[config.mk]
export PLATFORM = sky130hd
export DESIGN_NAME = elevator_group_dispatcher
export DESIGN_NICKNAME = d
export VERILOG_FILES = /design/src/rtl/egd_pkg.sv /design/src/rtl/egd_cell.sv /design/src/rtl/elevator_group_dispatcher.sv
export SDC_FILE = /design/constraint.sdc
export NUM_CORES = 1
export LEC_CHECK = 0
export BUFFER_PORTS_ARGS = -buffer_cell sky130_fd_sc_hd__buf_2
export CORE_ASPECT_RATIO = 1.5
export CORE_MARGIN = 3
export CORE_UTILIZATION = 45
export CTS_BUF_LIST = sky130_fd_sc_hd__clkbuf_8
export DETAILED_ROUTE_END_ITERATION = 6
export SYNTH_ARGS = -nofsm -noshare
export SYNTH_HDL_FRONTEND = slang
export SYNTH_SLANG_ARGS = --single-unit
[constraint.sdc]
create_clock -name clk -period 8.4 [get_ports clk]
set_clock_uncertainty 0.15 [all_clocks]
set_input_delay 0.84 -clock clk [delete_from_list [all_inputs] [get_ports clk]]
set_output_delay 0.84 -clock clk [all_outputs]
set_load 0.02 [all_outputs]
[src/rtl/egd_pkg.sv]
// Shared types and constants for the elevator group dispatcher.
`default_nettype none

package egd_pkg;

  localparam int CAR_COUNT   = 8;
  localparam int FLOOR_COUNT = 16;

  localparam int CAR_IDX_W = (CAR_COUNT > 1) ? $clog2(CAR_COUNT) : 1;
  localparam int FLOOR_W   = 4;
  localparam int STOPS_W   = 8;
  localparam int CARNUM_W  = 7;
  localparam int STATUS_W  = 3;
  localparam int OUTCAR_W  = 3;

  typedef logic [CAR_IDX_W-1:0] car_idx_t;
  typedef logic [FLOOR_W-1:0]   floor_t;
  typedef logic [STOPS_W-1:0]   stops_t;

  typedef enum logic [STATUS_W-1:0] {
    ST_ASSIGNED = 3'd0,
    ST_INVALID  = 3'd1,
    ST_NO_CAR   = 3'd2,
    ST_STORED   = 3'd3,
    ST_IGNORED  = 3'd4
  } status_t;

  typedef enum logic {
    S_IDLE,
    S_SCAN
  } state_t;

  // One car's table entry
  typedef struct packed {
    stops_t stops;
    floor_t floor;
    logic   dir;
  } car_entry_t;

  // Running best candidates of all three passes, handed from cell to cell
  typedef struct packed {
    logic     valid;
    floor_t   floor;
    logic     dir;
    logic     idle_ok;
    car_idx_t idle_car;
    floor_t   idle_gap;
    logic     same_ok;
    car_idx_t same_car;
    floor_t   same_gap;
    logic     busy_ok;
    car_idx_t busy_car;
    stops_t   busy_stops;
  } sweep_t;

endpackage

`default_nettype wire

[src/rtl/egd_cell.sv]
// One car cell: holds the car's entry and folds it into the passing sweep record.
`default_nettype none

module egd_cell (
  input  wire logic              clk,
  input  wire logic              rst,
  input  wire egd_pkg::car_idx_t idx,
  input  wire logic              wr_en,
  input  wire egd_pkg::car_entry_t wr_entry,
  input  wire egd_pkg::sweep_t   rec_in,
  output egd_pkg::sweep_t        rec_out
);

  egd_pkg::car_entry_t entry;
  egd_pkg::sweep_t     rec_next;
  egd_pkg::floor_t     gap;
  logic                busy;
  logic                ahead;

  always_ff @(posedge clk) begin
    if (rst) begin
      entry <= '0;
    end else if (wr_en) begin
      entry <= wr_entry;
    end
  end

  always_comb begin
    rec_next = rec_in;
    busy     = (entry.stops != '0);
    gap      = (entry.floor > rec_in.floor) ? (entry.floor - rec_in.floor)
                                            : (rec_in.floor - entry.floor);
    // car is heading the call's way and has not yet passed it
    ahead    = (entry.dir == rec_in.dir) &&
               (rec_in.dir ? (entry.floor < rec_in.floor) : (entry.floor > rec_in.floor));

    // <= so that a later, higher-numbered car wins a tie
    if (!busy && (!rec_in.idle_ok || gap <= rec_in.idle_gap)) begin
      rec_next.idle_ok  = 1'b1;
      rec_next.idle_car = idx;
      rec_next.idle_gap = gap;
    end
    if (busy && ahead && (!rec_in.same_ok || gap <= rec_in.same_gap)) begin
      rec_next.same_ok  = 1'b1;
      rec_next.same_car = idx;
      rec_next.same_gap = gap;
    end
    if (busy && (!rec_in.busy_ok || entry.stops <= rec_in.busy_stops)) begin
      rec_next.busy_ok    = 1'b1;
      rec_next.busy_car   = idx;
      rec_next.busy_stops = entry.stops;
    end
  end

  always_ff @(posedge clk) begin
    if (rst) begin
      rec_out <= '0;
    end else begin
      rec_out <= rec_next;
    end
  end

endmodule

`default_nettype wire

[src/rtl/elevator_group_dispatcher.sv]
// Top level: stream ports, car status writes, call checks and the chain of car cells.
`default_nettype none

// Hall-call dispatcher for a group of CAR_COUNT cars. Each car has a cell holding its
// last reported floor, direction and pending-stop count (all zero after reset). A car
// status beat, or a hall call that is rejected, gives its result in the cycle after the
// beat is taken. A valid hall call launches a record that walks the row of cells, one
// cell per cycle, collecting the idle, same-direction and busy candidates in one sweep,
// and its result is loaded into the output register when the record leaves the last cell.
// One item is worked on at a time: s_tready stays low in reset, during a sweep and while
// an untaken result sits in the output register. The saver-mode bit is written through
// the cfg port, which is ready whenever reset is low, and should only change while the
// block is idle.

module elevator_group_dispatcher (
  input  wire logic        clk,
  input  wire logic        rst,
  input  wire logic        s_tvalid,
  output logic             s_tready,
  // [3:0] call_floor, [4] call_direction, [11:5] car_number, [15:12] car_floor,
  // [16] car_direction, [24:17] car_stop_count, [25] car_emergency, [31:26] zero
  input  wire logic [31:0] s_tdata,
  // [0] req_type
  input  wire logic [0:0]  s_tuser,
  output logic             m_tvalid,
  input  wire logic        m_tready,
  // [2:0] assigned_car, [6:3] assigned_floor, [7] zero
  output logic [7:0]       m_tdata,
  // [2:0] status
  output logic [2:0]       m_tuser,
  input  wire logic        cfg_valid,
  output logic             cfg_ready,
  input  wire logic        cfg_data
);

  localparam int N = egd_pkg::CAR_COUNT;

  egd_pkg::state_t     state, state_next;
  logic                saver_en;

  logic                req_type;
  egd_pkg::floor_t     call_floor;
  logic                call_direction;
  logic [egd_pkg::CARNUM_W-1:0] car_number;
  egd_pkg::car_entry_t wr_entry;
  logic                car_emergency;

  logic                accept;
  logic                call_bad;
  logic                car_ok;
  logic                launch;
  logic                imm_load;
  egd_pkg::status_t    imm_status;

  egd_pkg::sweep_t     rec [N+1];
  logic [N-1:0]        wr_en;

  egd_pkg::status_t    res_status;
  egd_pkg::car_idx_t   res_car;

  logic                out_load;
  egd_pkg::status_t    out_status;
  logic [egd_pkg::OUTCAR_W-1:0] out_car;
  egd_pkg::floor_t     out_floor;
  egd_pkg::floor_t     scan_floor;

  // field unpacking; entry is {stops, floor, dir}
  assign req_type       = s_tuser[0];
  assign call_floor     = s_tdata[3:0];
  assign call_direction = s_tdata[4];
  assign car_number     = s_tdata[11:5];
  assign wr_entry       = {s_tdata[24:17], s_tdata[15:12], s_tdata[16]};
  assign car_emergency  = s_tdata[25];

  assign cfg_ready = !rst;

  always_ff @(posedge clk) begin
    if (rst) begin
      saver_en <= 1'b0;
    end else if (cfg_valid && cfg_ready) begin
      saver_en <= cfg_data;
    end
  end

  assign s_tready = !rst && (state == egd_pkg::S_IDLE) && (!m_tvalid || m_tready);
  assign accept   = s_tvalid && s_tready;

  assign call_bad = (32'(call_floor) >= egd_pkg::FLOOR_COUNT) ||
                    (call_floor == '0 && !call_direction) ||
                    (32'(call_floor) == egd_pkg::FLOOR_COUNT - 1 && call_direction);
  assign car_ok   = !car_emergency && (32'(car_number) < N);
  assign launch   = accept && !req_type && !call_bad;
  assign imm_load = accept && !launch;

  always_comb begin
    if (!req_type) begin
      imm_status = egd_pkg::ST_INVALID;
    end else if (car_ok) begin
      imm_status = egd_pkg::ST_STORED;
    end else begin
      imm_status = egd_pkg::ST_IGNORED;
    end
  end

  // sweep record entering the first cell
  always_comb begin
    rec[0]       = '0;
    rec[0].valid = launch;
    rec[0].floor = call_floor;
    rec[0].dir   = call_direction;
  end

  for (genvar i = 0; i < N; i++) begin : g_cell
    assign wr_en[i] = accept && req_type && car_ok &&
                      (car_number == egd_pkg::CARNUM_W'(i));

    egd_cell u_cell (
      .clk      (clk),
      .rst      (rst),
      .idx      (egd_pkg::CAR_IDX_W'(i)),
      .wr_en    (wr_en[i]),
      .wr_entry (wr_entry),
      .rec_in   (rec[i]),
      .rec_out  (rec[i+1])
    );
  end

  // pass order picks the winner from the finished sweep
  always_comb begin
    res_status = egd_pkg::ST_ASSIGNED;
    res_car    = '0;
    if (saver_en && rec[N].same_ok) begin
      res_car = rec[N].same_car;
    end else if (rec[N].idle_ok) begin
      res_car = rec[N].idle_car;
    end else if (rec[N].same_ok) begin
      res_car = rec[N].same_car;
    end else if (rec[N].busy_ok) begin
      res_car = rec[N].busy_car;
    end else begin
      res_status = egd_pkg::ST_NO_CAR;
    end
  end

  assign scan_floor = rec[N].floor;

  always_ff @(posedge clk) begin
    if (rst) begin
      state <= egd_pkg::S_IDLE;
    end else begin
      state <= state_next;
    end
  end

  always_comb begin
    state_next = state;
    out_load   = 1'b0;
    unique case (state)
      egd_pkg::S_IDLE: begin
        if (launch) begin
          state_next = egd_pkg::S_SCAN;
        end
        out_load = imm_load;
      end
      egd_pkg::S_SCAN: begin
        if (rec[N].valid) begin
          state_next = egd_pkg::S_IDLE;
          out_load   = 1'b1;
        end
      end
      default: begin
        state_next = egd_pkg::S_IDLE;
      end
    endcase
  end

  always_ff @(posedge clk) begin
    if (rst) begin
      m_tvalid <= 1'b0;
    end else if (out_load) begin
      m_tvalid <= 1'b1;
    end else if (m_tready) begin
      m_tvalid <= 1'b0;
    end
  end

  always_ff @(posedge clk) begin
    if (out_load) begin
      if (state == egd_pkg::S_SCAN) begin
        out_status <= res_status;
        out_car    <= (res_status == egd_pkg::ST_ASSIGNED) ? egd_pkg::OUTCAR_W'(res_car) : '0;
        out_floor  <= (res_status == egd_pkg::ST_ASSIGNED) ? scan_floor : '0;
      end else begin
        out_status <= imm_status;
        out_car    <= '0;
        out_floor  <= '0;
      end
    end
  end

  assign m_tuser = out_status;
  assign m_tdata = {1'b0, out_floor, out_car};

endmodule

`default_nettype wire

Yosys cells after proc, flatten, opt, wreduce, memory -nomap -nowiden

Cells that the tools add are included.

Register bits after elaboration: 372
Bits of input ports: 39
Output and inout bits: 14
Logic and storage cells: 421

Add/subtract/negate cells: 16
Order comparisons: 38
Equality and inequality tests: 16
Muxes and demuxes: 58
Bitwise operators: 3
Reductions and logical operators: 150

Operators with widths:

| kind               | number |
|---|---|
| $mux 8             | 16 |
| $mux 12            | 8 |
| $reduce_bool 8->1  | 8 |
| $sub 4x4->4        | 16 |
| $logic_and 1x1->1  | 58 |
| $le 4x4->1         | 14 |
| $le 8x8->1         | 7 |
| $reduce_or 2->1    | 21 |
| $logic_not 1->1    | 35 |
| $gt 4x4->1         | 8 |
| $lt 4x4->1         | 8 |
| $mux 4             | 8 |
| $eq 7x3->1 const B | 4 |
| $logic_or 1x1->1   | 23 |
| $mux 3             | 7 |
| $eq 7x2->1 const B | 2 |
| $mux 1             | 13 |
| $eq 1x1->1         | 8 |
| $mux 2             | 4 |
| $eq 7x1->1 const B | 1 |
| $logic_not 7->1    | 1 |
| $lt 7x4->1 const B | 1 |
| $eq 4x4->1 const B | 1 |
| $logic_not 4->1    | 1 |
| 5 further kinds    | 8 |

Logic depth before layout (Yosys ltp)

Gate-level depths: netlist of the first run.

Depth after elaboration: 10
Gate-level depth with buffers: 15
Mapped depth without buffers: 15

By module

From an unflattened synthesis of the first run, not the netlist that was laid out.

Cell total of the unflattened synthesis: 2201
Area, all modules: 20288.2 um^2

By module, submodules not included:

| module                    | times used | cells an instance | area each (um^2) | sequential area each (um^2) |
|---|---|---|---|---|
| egd_cell                  | 8          | 265               | 2433.6           | 940.9 |
| elevator_group_dispatcher | 1          | 81                | 819.5            | 360.3 |

Worst setup path before layout of the first run

No wires, ideal clock.

Kind: flip-flop to flip-flop
From: reg g_cell[3].u_cell.rec_out[30] (netlist bit)
To: reg g_cell[4].u_cell.rec_out[23] (netlist bit)
Library setup time: 122 ps
Arrival time: 2749 ps
Required time: 8128 ps
Path slack: 5380 ps
Cell stages (with the launch flop): 13
Buffers on the path: 0
Period minus slack after synthesis: 3020 ps
Cell sequence: dfxtp_1 -> inv_1 -> ha_1 -> and4_1 -> a21oi_1 -> mux2_2 -> a21oi_1 -> ha_1 -> nand4_1 -> nand2_1 -> a21oi_1 -> o21ai_0 -> o311a_1

Word-level cells in the longest chain between the ends: 6
Elaborated cells between the ends (all ways): 8
Classes of those cells: 2 x add/sub; 2 x order compare; 2 x mux; 2 x reduce/logical

Ends and longest elaborated chain:

| item                                | line           | RTL |
|---|---|---|
| from (decl)                         | egd_cell.sv:11 | `output egd_pkg::sweep_t rec_out` |
| from (signal assigned)              | egd_cell.sv:59 | `rec_out <= rec_next;` |
| $sub 4x4->4 (tied with other cells) | egd_cell.sv:32 | `: (rec_in.floor - entry.floor);` |
| $mux 4 (*)                          | egd_cell.sv:31 | `gap = (entry.floor > rec_in.floor) ? (entry.floor - rec_in.floor)` |
| $le 4x4->1                          | egd_cell.sv:38 | `if (!busy && (!rec_in.idle_ok \|\| gap <= rec_in.idle_gap)) begin` |
| $logic_or 1x1->1                    | egd_cell.sv:38 |  |
| $logic_and 1x1->1                   | egd_cell.sv:38 |  |
| $mux 8 (*)                          | egd_cell.sv:38 |  |
| to (signal assigned)                | egd_cell.sv:59 |  |
| to (decl)                           | egd_cell.sv:11 |  |

Every way passes the cells marked *; elsewhere a longest branch is shown, timed or not.
A chain may end at the register's enable or synchronous reset.

Final worst setup path of the first run

From: reg g_cell[4].u_cell.entry[1] (netlist bit)
To: reg g_cell[4].u_cell.rec_out[24] (netlist bit)

Word-level cells in the longest chain between the ends: 6
Elaborated cells between the ends (all ways): 8
Classes of those cells: 2 x add/sub; 2 x order compare; 1 x mux; 3 x reduce/logical

Ends and longest elaborated chain:

| item                                | line           | RTL |
|---|---|---|
| from (decl)                         | egd_cell.sv:14 | `egd_pkg::car_entry_t entry;` |
| from (signal assigned)              | egd_cell.sv:24 | `entry <= wr_entry;` |
| $sub 4x4->4 (tied with other cells) | egd_cell.sv:32 |  |
| $mux 4 (*)                          | egd_cell.sv:31 |  |
| $le 4x4->1 (*)                      | egd_cell.sv:38 |  |
| $logic_or 1x1->1 (*)                | egd_cell.sv:38 |  |
| $logic_and 1x1->1 (*)               | egd_cell.sv:38 |  |
| $reduce_or 2->1 (no line) (*)       | --             |  |

Marks and branches as above.

==> results.md, run 1 <==
- TritonCTS Buffers: 53
- Io pins: 53
- Via Count: 13,300
- WL/cell: 16.7 um
- Cells after DPL: 2,392
- Final ANT Viol Nets: 0
- 1st-pass router iterations: 7
- Final setup viols: 0
- DIE WIDTH: 166 um
- H-tree level count: 2
- Initial core utilization: 45.8%
- Top Family by Delay on Critical Path: compound AO/OA/AOI/OAI gates
- TritonCTS clock tree: built
- Post-synth EDFFs: 10
- HP Class: reg -> reg
- Seq pwr share: 51.1%
- Total wire length: 41,700 um
- Grt total ovfl: 0
- Reg2Reg Setup Slack: 4700 ps
- Total Neg Setup Slack: 0 ps
- Worst path arrival time: 4090 ps
- Buffer levels on the longest clock path: 3
- Worst relative slew slack: 23.7%
- Area Growth Syn to Fin: 10.0%
- Area of the multi-input gates: 9180 um^2
- Vias in the first global route: 13,700
- Post-layout min period: 3700 ps
- Xor and xnor area share after synthesis: 0.101%
- Row count: 87
- Worst Hold Launch: g_cell[2].u_cell.rec_out[8]
- Syn Std Cell Area: 17,300 um^2
- Total GRT Usage: 20.1%
- Hold endpoint: g_cell[3].u_cell.rec_out[8]
- Max-slew violation count: 0
- LEAKAGE: 0.00774 uW
- Outcome: complete, no violations
- Post-DP Area: 18,000 um^2
- Ys flop type: dfxtp_1
- IO buf count: 45
- GR Layer Usage met2: 39.3%
- GRT met1 Usage: 19.7%
- Layout Utilization: 50.4%
- Worst-skew pair later-pin latency: 620 ps
- Switching part of the total: 25.1%
- Fin cells: 2,490
- R2R cell count: 14
- Detailed-placement wirelength estimate: 31,600 um
- First-pass GRT wire length: 66,800 um
- Syn_area_per_cell: 9.02 um^2
- YS warnings: 0
- Initial antenna violation count: 2
- Placer Congestion: 0.908
- Slew @ Worst Pin: 1140 ps
- Post-synth net total: 2,140
- Hold bufs inserted after CTS: 0
- Cells resized by post-CTS repair: 0
- Die height: 246 um
- Multiplexer share of the synthesized area: 6.75%
- Reg-to-Reg End: g_cell[4].u_cell.rec_out[24]
- Area of the core: 37,800 um^2
- Via density: 5.36
- Area leader, netlist: dfxtp_1
- Comb pwr share: 7.9%
- Post-synthesis cell type count: 69
- Crit path buffers/inverters: 2
- Cell area after layout: 19,000 um^2
- Reg clk slew, reported paths: 70 ps
- Ratio of final minimum period to clock period: 44.1%
- Maximum clock rate: 0.270 GHz
- Startpoint types: register
- Fin nets: 2,181
- Crit. End Element: register
- Slowest CP cell: a21oi_1
- Psw: 842 uW
- Residual DRC count: 0
- Share of cells above drive strength 1: 9.20%
- Root buffer cell: clkbuf_8
- Worst-path cell chain: inv_1 > ha_1 > inv_1 > fa_1 > nand3_1 > a21oi_1 > mux2_2 > a21oi_1 > ha_1 > nand4_1 > nand2_1 > a21oi_1 > nor2_1 > nor3b_1
- Largest family of logic cells by synthesized area: simple AND/OR/NAND/NOR gates
- Post-synthesis sequential area ratio: 41.2%
- Main area contributors after synthesis: dfxtp_1 39%, ha_1 12%, mux2i_1 5.4%
- Total die area: 40,800 um^2
- Internal power: 2520 uW
- Synth Area in Compound Gates: 13.9%
- Clock group share of total power: 41.0%
- Final hold vios: 0
- GRT Max-Usage Layer: met2
- Crit path top cell by count: a21oi_1
- Async set-or-reset flop fraction in the synthesized netlist: 0%
- Critical path's largest stage delay: 470 ps
- Post-CTS setup buffer count: 0
- Worst reg2reg path startpoint: g_cell[4].u_cell.entry[1]
- Total power: 3360 uW
- PD cells: 177 nW/um^2
- Met3 usage: 3.21%
- Fillers: 3,569
- Max-cap violations: 0
- RSZ-0062 raised after global routing: no
- CP max FO: 7
- Req. time, crit path: 8790 ps
- Initial DRC count: 606
- Adder-cell share of the synthesized area: 14.0%
- Register Area: 7130 um^2
- Yosys top cell area share: 39.5%
- Syn Inst Count: 1,917
- Yosys reg bits: 351
- Peak supply drop: 0.104 mV
- Largest net degree at the start of global routing: 101
- WS Path Type: reg -> reg
- Post-Synth Simple-Gate Area: 18.0%
- Clock sink total: 351
- Worst Hold Depth: 2
[worst max-delay path by stage]
stage,from,endpoint,cells past startpoint
6_report,g_cell[4].u_cell.entry[1],g_cell[4].u_cell.rec_out[24],14
5_1_grt,g_cell[4].u_cell.entry[1],g_cell[4].u_cell.rec_out[16],14
4_1_cts,g_cell[4].u_cell.entry[1],g_cell[4].u_cell.rec_out[24],14
3_5_place_dp,g_cell[4].u_cell.entry[1],g_cell[4].u_cell.rec_out[24],14
3_3_place_gp,rst,out_floor[0],6
2_1_floorplan,g_cell[3].u_cell.rec_out[30],g_cell[4].u_cell.rec_out[23],12
[state kept, by name, summed over array words and instances, names as in the netlist]
name and count:
g_cell.u_cell.entry 104, out_floor 4, state 1, out_car 3, m_tvalid 1, saver_en 1, m_tuser 3, g_cell.u_cell.rec_out 234
[cells in the mapped netlist (16+ instances only)]
cell / count
nor3_1: 29
fa_1: 16
o211ai_1: 25
ha_1: 168
inv_1: 193
a211oi_1: 26
nor2b_1: 58
mux2i_1: 93
nor4_1: 30
a21oi_1: 116
nand4_1: 37
dfxtp_1: 341
nor2_1: 156
o21a_1: 23
nand3_1: 16
a21o_1: 25
nand2_1: 188
clkbuf_1: 47
and3_1: 18
mux2_2: 18
o21ai_0: 92
[worst reg2reg max path: stages (launching register included)]
cell and delay (ps):
dfxtp_1 340, inv_1 50, ha_1 210, inv_1 80, fa_1 200, nand3_1 170
a21oi_1 370, mux2_2 380, a21oi_1 470, ha_1 350, nand4_1 70, nand2_1 70
a21oi_1 400, nor2_1 140, nor3b_1 210
[cells in the final DEF (no fill, tap or decap), types with 9 or more instances in the layout]
cell type and instances:
buf_4 11, o21a_1 23, nand3_1 16, inv_1 212, a21o_1 25, mux2_2 18
nand2_1 188, and3_1 18, or3_1 14, nor2_1 156, o21ai_0 92, buf_2 44
a31o_2 9, and2_1 12, edfxtp_1 10, and4_1 13, a21oi_1 116, dfxtp_1 341
nand4_1 37, o211ai_1 25, nor2b_1 58, nor3_1 29, nor4_1 30, a211oi_1 26
ha_1 168, mux2i_1 93, fa_1 16, nand3b_1 14, clkbuf_8 64
[layer usage]
layer | vias up | part of all wire (%)
met3 | 144 | 3.5
met2 | 299 | 53
met4 | 2 | 6.2
met5 | - | 0.017
li1 | 6739 | -
met1 | 6164 | 37
[area by class of cell]
cell class	instances	area share (%)
multi-input cells	1300	48.2
flip-flops and latches	351	37.5
clock buffers	64	4.63
inverters	196	3.88
well taps	489	3.22
repair buffers	56	1.65
clock inverters	32	0.881
diodes	2	0.0263
[power by group through the flow]
stage	clock network (uW)	logic [uW]	registers (uW)
global placement	0	256	1750
global route	1500	297	1720
detailed placement	0	263	1750
CTS	1420	265	1720
floorplan	0	184	1750
finish	1380	264	1720
[kinds of logic (layout without fill, tap and decap cells)]
| logic type | count (synthesis) | in the layout |
|---|---|---|
| XOR/XNOR | 2 | 2 |
| buffers and inverters | 266 | 348 |
| AND/OR/NAND/NOR | 620 | 620 |
| AO/OA/AOI/OAI | 379 | 379 |
| flip-flops | 351 | 351 |
| multiplexers | 114 | 114 |
| other | 1 | 3 |
| adder cells (fa/ha/maj) | 184 | 184 |
[through the flow]
stage          hold WS (ps)  worst slack (ps)
6_report                279              4700
5_1_grt                 278              4340
4_1_cts                 267              4670
3_5_place_dp            275              4690
3_3_place_gp            276              4740
2_1_floorplan           253              5380
Note: power is estimated with default switching activity, not from simulation.
==> run 2, diff against run 1 <==
clock period = 3.3 ns   (was 8.4 ns; I/O delays follow)
==> run 2 against run 1 <==
  * Non-clock buffer count increased by 87
  * Critical path depth fell by 1
  * Power increased to 2.7 times the previous value
  * Flip-flop and latch count unchanged
  * Sequential power grew to 2.5 times the previous value
  * Sequential share of layout area shrank 2.1 points
  * Cell count is 3.4% higher
  * Wire length grew 0.30%
  * Largest power group unchanged
==> results.md, run 2 (same netlist as run 1, synthesis figures left out) <==
- Peak supply drop: 0.286 mV
- Fillers: 3,427
- CP max FO: 5
- Initial antenna violation count: 4
- Psw: 2190 uW
- First-pass GRT wire length: 67,000 um
- Largest net degree at the start of global routing: 202
- Final setup viols: 0
- Via Count: 13,800
- Crit. End Element: register
- IO buf count: 45
- Internal power: 6770 uW
- Maximum clock rate: 0.312 GHz
- Layout Utilization: 53.4%
- Total die area: 40,800 um^2
- Max-slew violation count: 0
- Min Hold Slack: 45.8 ps
- WL/cell: 16.2 um
- Vias in the first global route: 14,200
- Final ANT Viol Nets: 0
- TritonCTS Buffers: 55
- Outcome: complete, no violations
- Root buffer cell: clkbuf_8
- Ratio of final minimum period to clock period: 97.1%
- Area of the core: 37,800 um^2
- H-tree level count: 2
- Area Growth Syn to Fin: 16.7%
- WS Path Type: reg -> reg
- Row count: 87
- Via density: 5.35
- Grt total ovfl: 0
- Fin nets: 2,270
- Total wire length: 41,800 um
- Cells after DPL: 2,448
- Seq pwr share: 48.7%
- Req. time, crit path: 3660 ps
- Final hold vios: 0
- Max reg flops: 234
- Most common cell after layout, fill and taps aside: dfxtp_1
- Worst relative slew slack: 29.4%
- TritonCTS clock tree: built
- Switching part of the total: 24.4%
- Worst-skew pair later-pin latency: 610 ps
- Clock group share of total power: 42.5%
- Biggest regs: g_cell.u_cell.rec_out x234, g_cell.u_cell.entry x104, out_floor x4
- Area of the multi-input gates: 9500 um^2
- Max-cap violations: 0
- Register Area: 7130 um^2
- Worst path arrival time: 3560 ps
- Comb pwr share: 8.8%
- PD cells: 444 nW/um^2
- RSZ-0062 raised after global routing: yes
- 1st-pass router iterations: 5
- Largest Register: g_cell.u_cell.rec_out
- Initial DRC count: 718
- Reg clk slew, reported paths: 60 ps
- Share of cells above drive strength 1: 14.9%
- Fin cells: 2,574
- Placer Congestion: 0.882
- Buffer levels on the longest clock path: 3
- DIE WIDTH: 166 um
- Clock sink total: 351
- HP Class: in -> reg
- Detailed-placement wirelength estimate: 30,500 um
- Die height: 246 um
- Most frequent cells in the layout: 340 x dfxtp_1, 208 x inv_1, 187 x nand2_1
- Io pins: 53
- LEAKAGE: 0.00824 uW
- Post-layout min period: 3200 ps
- Residual DRC count: 0
- Initial core utilization: 45.8%
- Slew @ Worst Pin: 1060 ps
- Startpoint types: register
- Total GRT Usage: 19.9%
-- run 2: changes by cell type in the layout (fill, tap and decap cells not counted), moves of 26 or more --
cell / previous run / this run
a21oi_1: 116 / 82
dlygate4sd3_1: 0 / 26
a21oi_2: 0 / 28
buf_4: 11 / 70
-- run 2: final cells by class --
type | count | share of cell area, %
multi-input cells | 1300 | 47.1
flip-flops and latches | 351 | 35.3
repair buffers | 143 | 5.24
clock buffers | 63 | 4.30
inverters | 196 | 3.66
well taps | 489 | 3.03
clock inverters | 29 | 1.33
diodes | 3 | 0.0372
-- run 2: what timing repair did --
action / in CTS / in global routing
buffers inserted: 0 / 5
pin swaps: 0 / 20
cloned: 0 / 0
hold endpoints to repair: 43 / 0
hold buffers: 26 / 0
setup endpoints to repair: 20 / 76
gates resized for setup: 4 / 73
-- run 2: metrics by stage --
stage	setup slack [ps]	area [um^2]	setup TNS (ps)	total power, uW
6_report	96.0	20200	0	8950
5_1_grt	-104	20200	-486	9350
4_1_cts	3.40	19800	0	9020
3_5_place_dp	-40.6	18400	-228	5150
3_3_place_gp	22.5	18400	0	5130
2_1_floorplan	280	17300	0	4920
-- run 2: per-layer routing --
metal | GRT usage, % | up-vias | share of wire, % | wire (um)
met5 | 0 | - | 0 | 0
met4 | 11.3 | 0 | 5.3 | 2230
met3 | 3.05 | 149 | 3.3 | 1390
met2 | 39.1 | 285 | 53 | 22200
met1 | 19.8 | 6412 | 38 | 16000
li1 | - | 6922 | - | -
-- run 2: path summary, 6_finish.rpt --
| path | startpoint | to | slack (ps) | depth (start not counted) |
|---|---|---|---|---|
| hold reg to reg | g_cell[2].u_cell.rec_out[9] | g_cell[3].u_cell.rec_out[9] | 280 | 2 |
| hold / removal | s_tdata[12] | g_cell[4].u_cell.entry[1] | 50 | 3 |
| setup reg to reg | g_cell[1].u_cell.rec_out[32] | g_cell[2].u_cell.rec_out[13] | 100 | 13 |
| setup / recovery | g_cell[1].u_cell.rec_out[32] | g_cell[2].u_cell.rec_out[13] | 100 | 13 |
-- run 2: worst max-delay path, cell delays in order (launching register included) --
cell and delay, ps:
dfxtp_1 300, inv_1 50, ha_1 390, a21oi_2 360, nand2_1 140, mux2_2 280, mux2i_1 140, buf_4 140
inv_1 60, ha_1 330, o211ai_1 150, a21oi_2 260, nor2_1 110, o31ai_1 220
-- run 2: power by group through the flow --
stage	Sequential (uW)	Combinational, uW	Clock (uW)
2_1_floorplan	4460	467	0
3_3_place_gp	4460	674	0
3_5_place_dp	4460	693	0
4_1_cts	4360	723	3940
5_1_grt	4370	867	4110
6_report	4360	784	3810
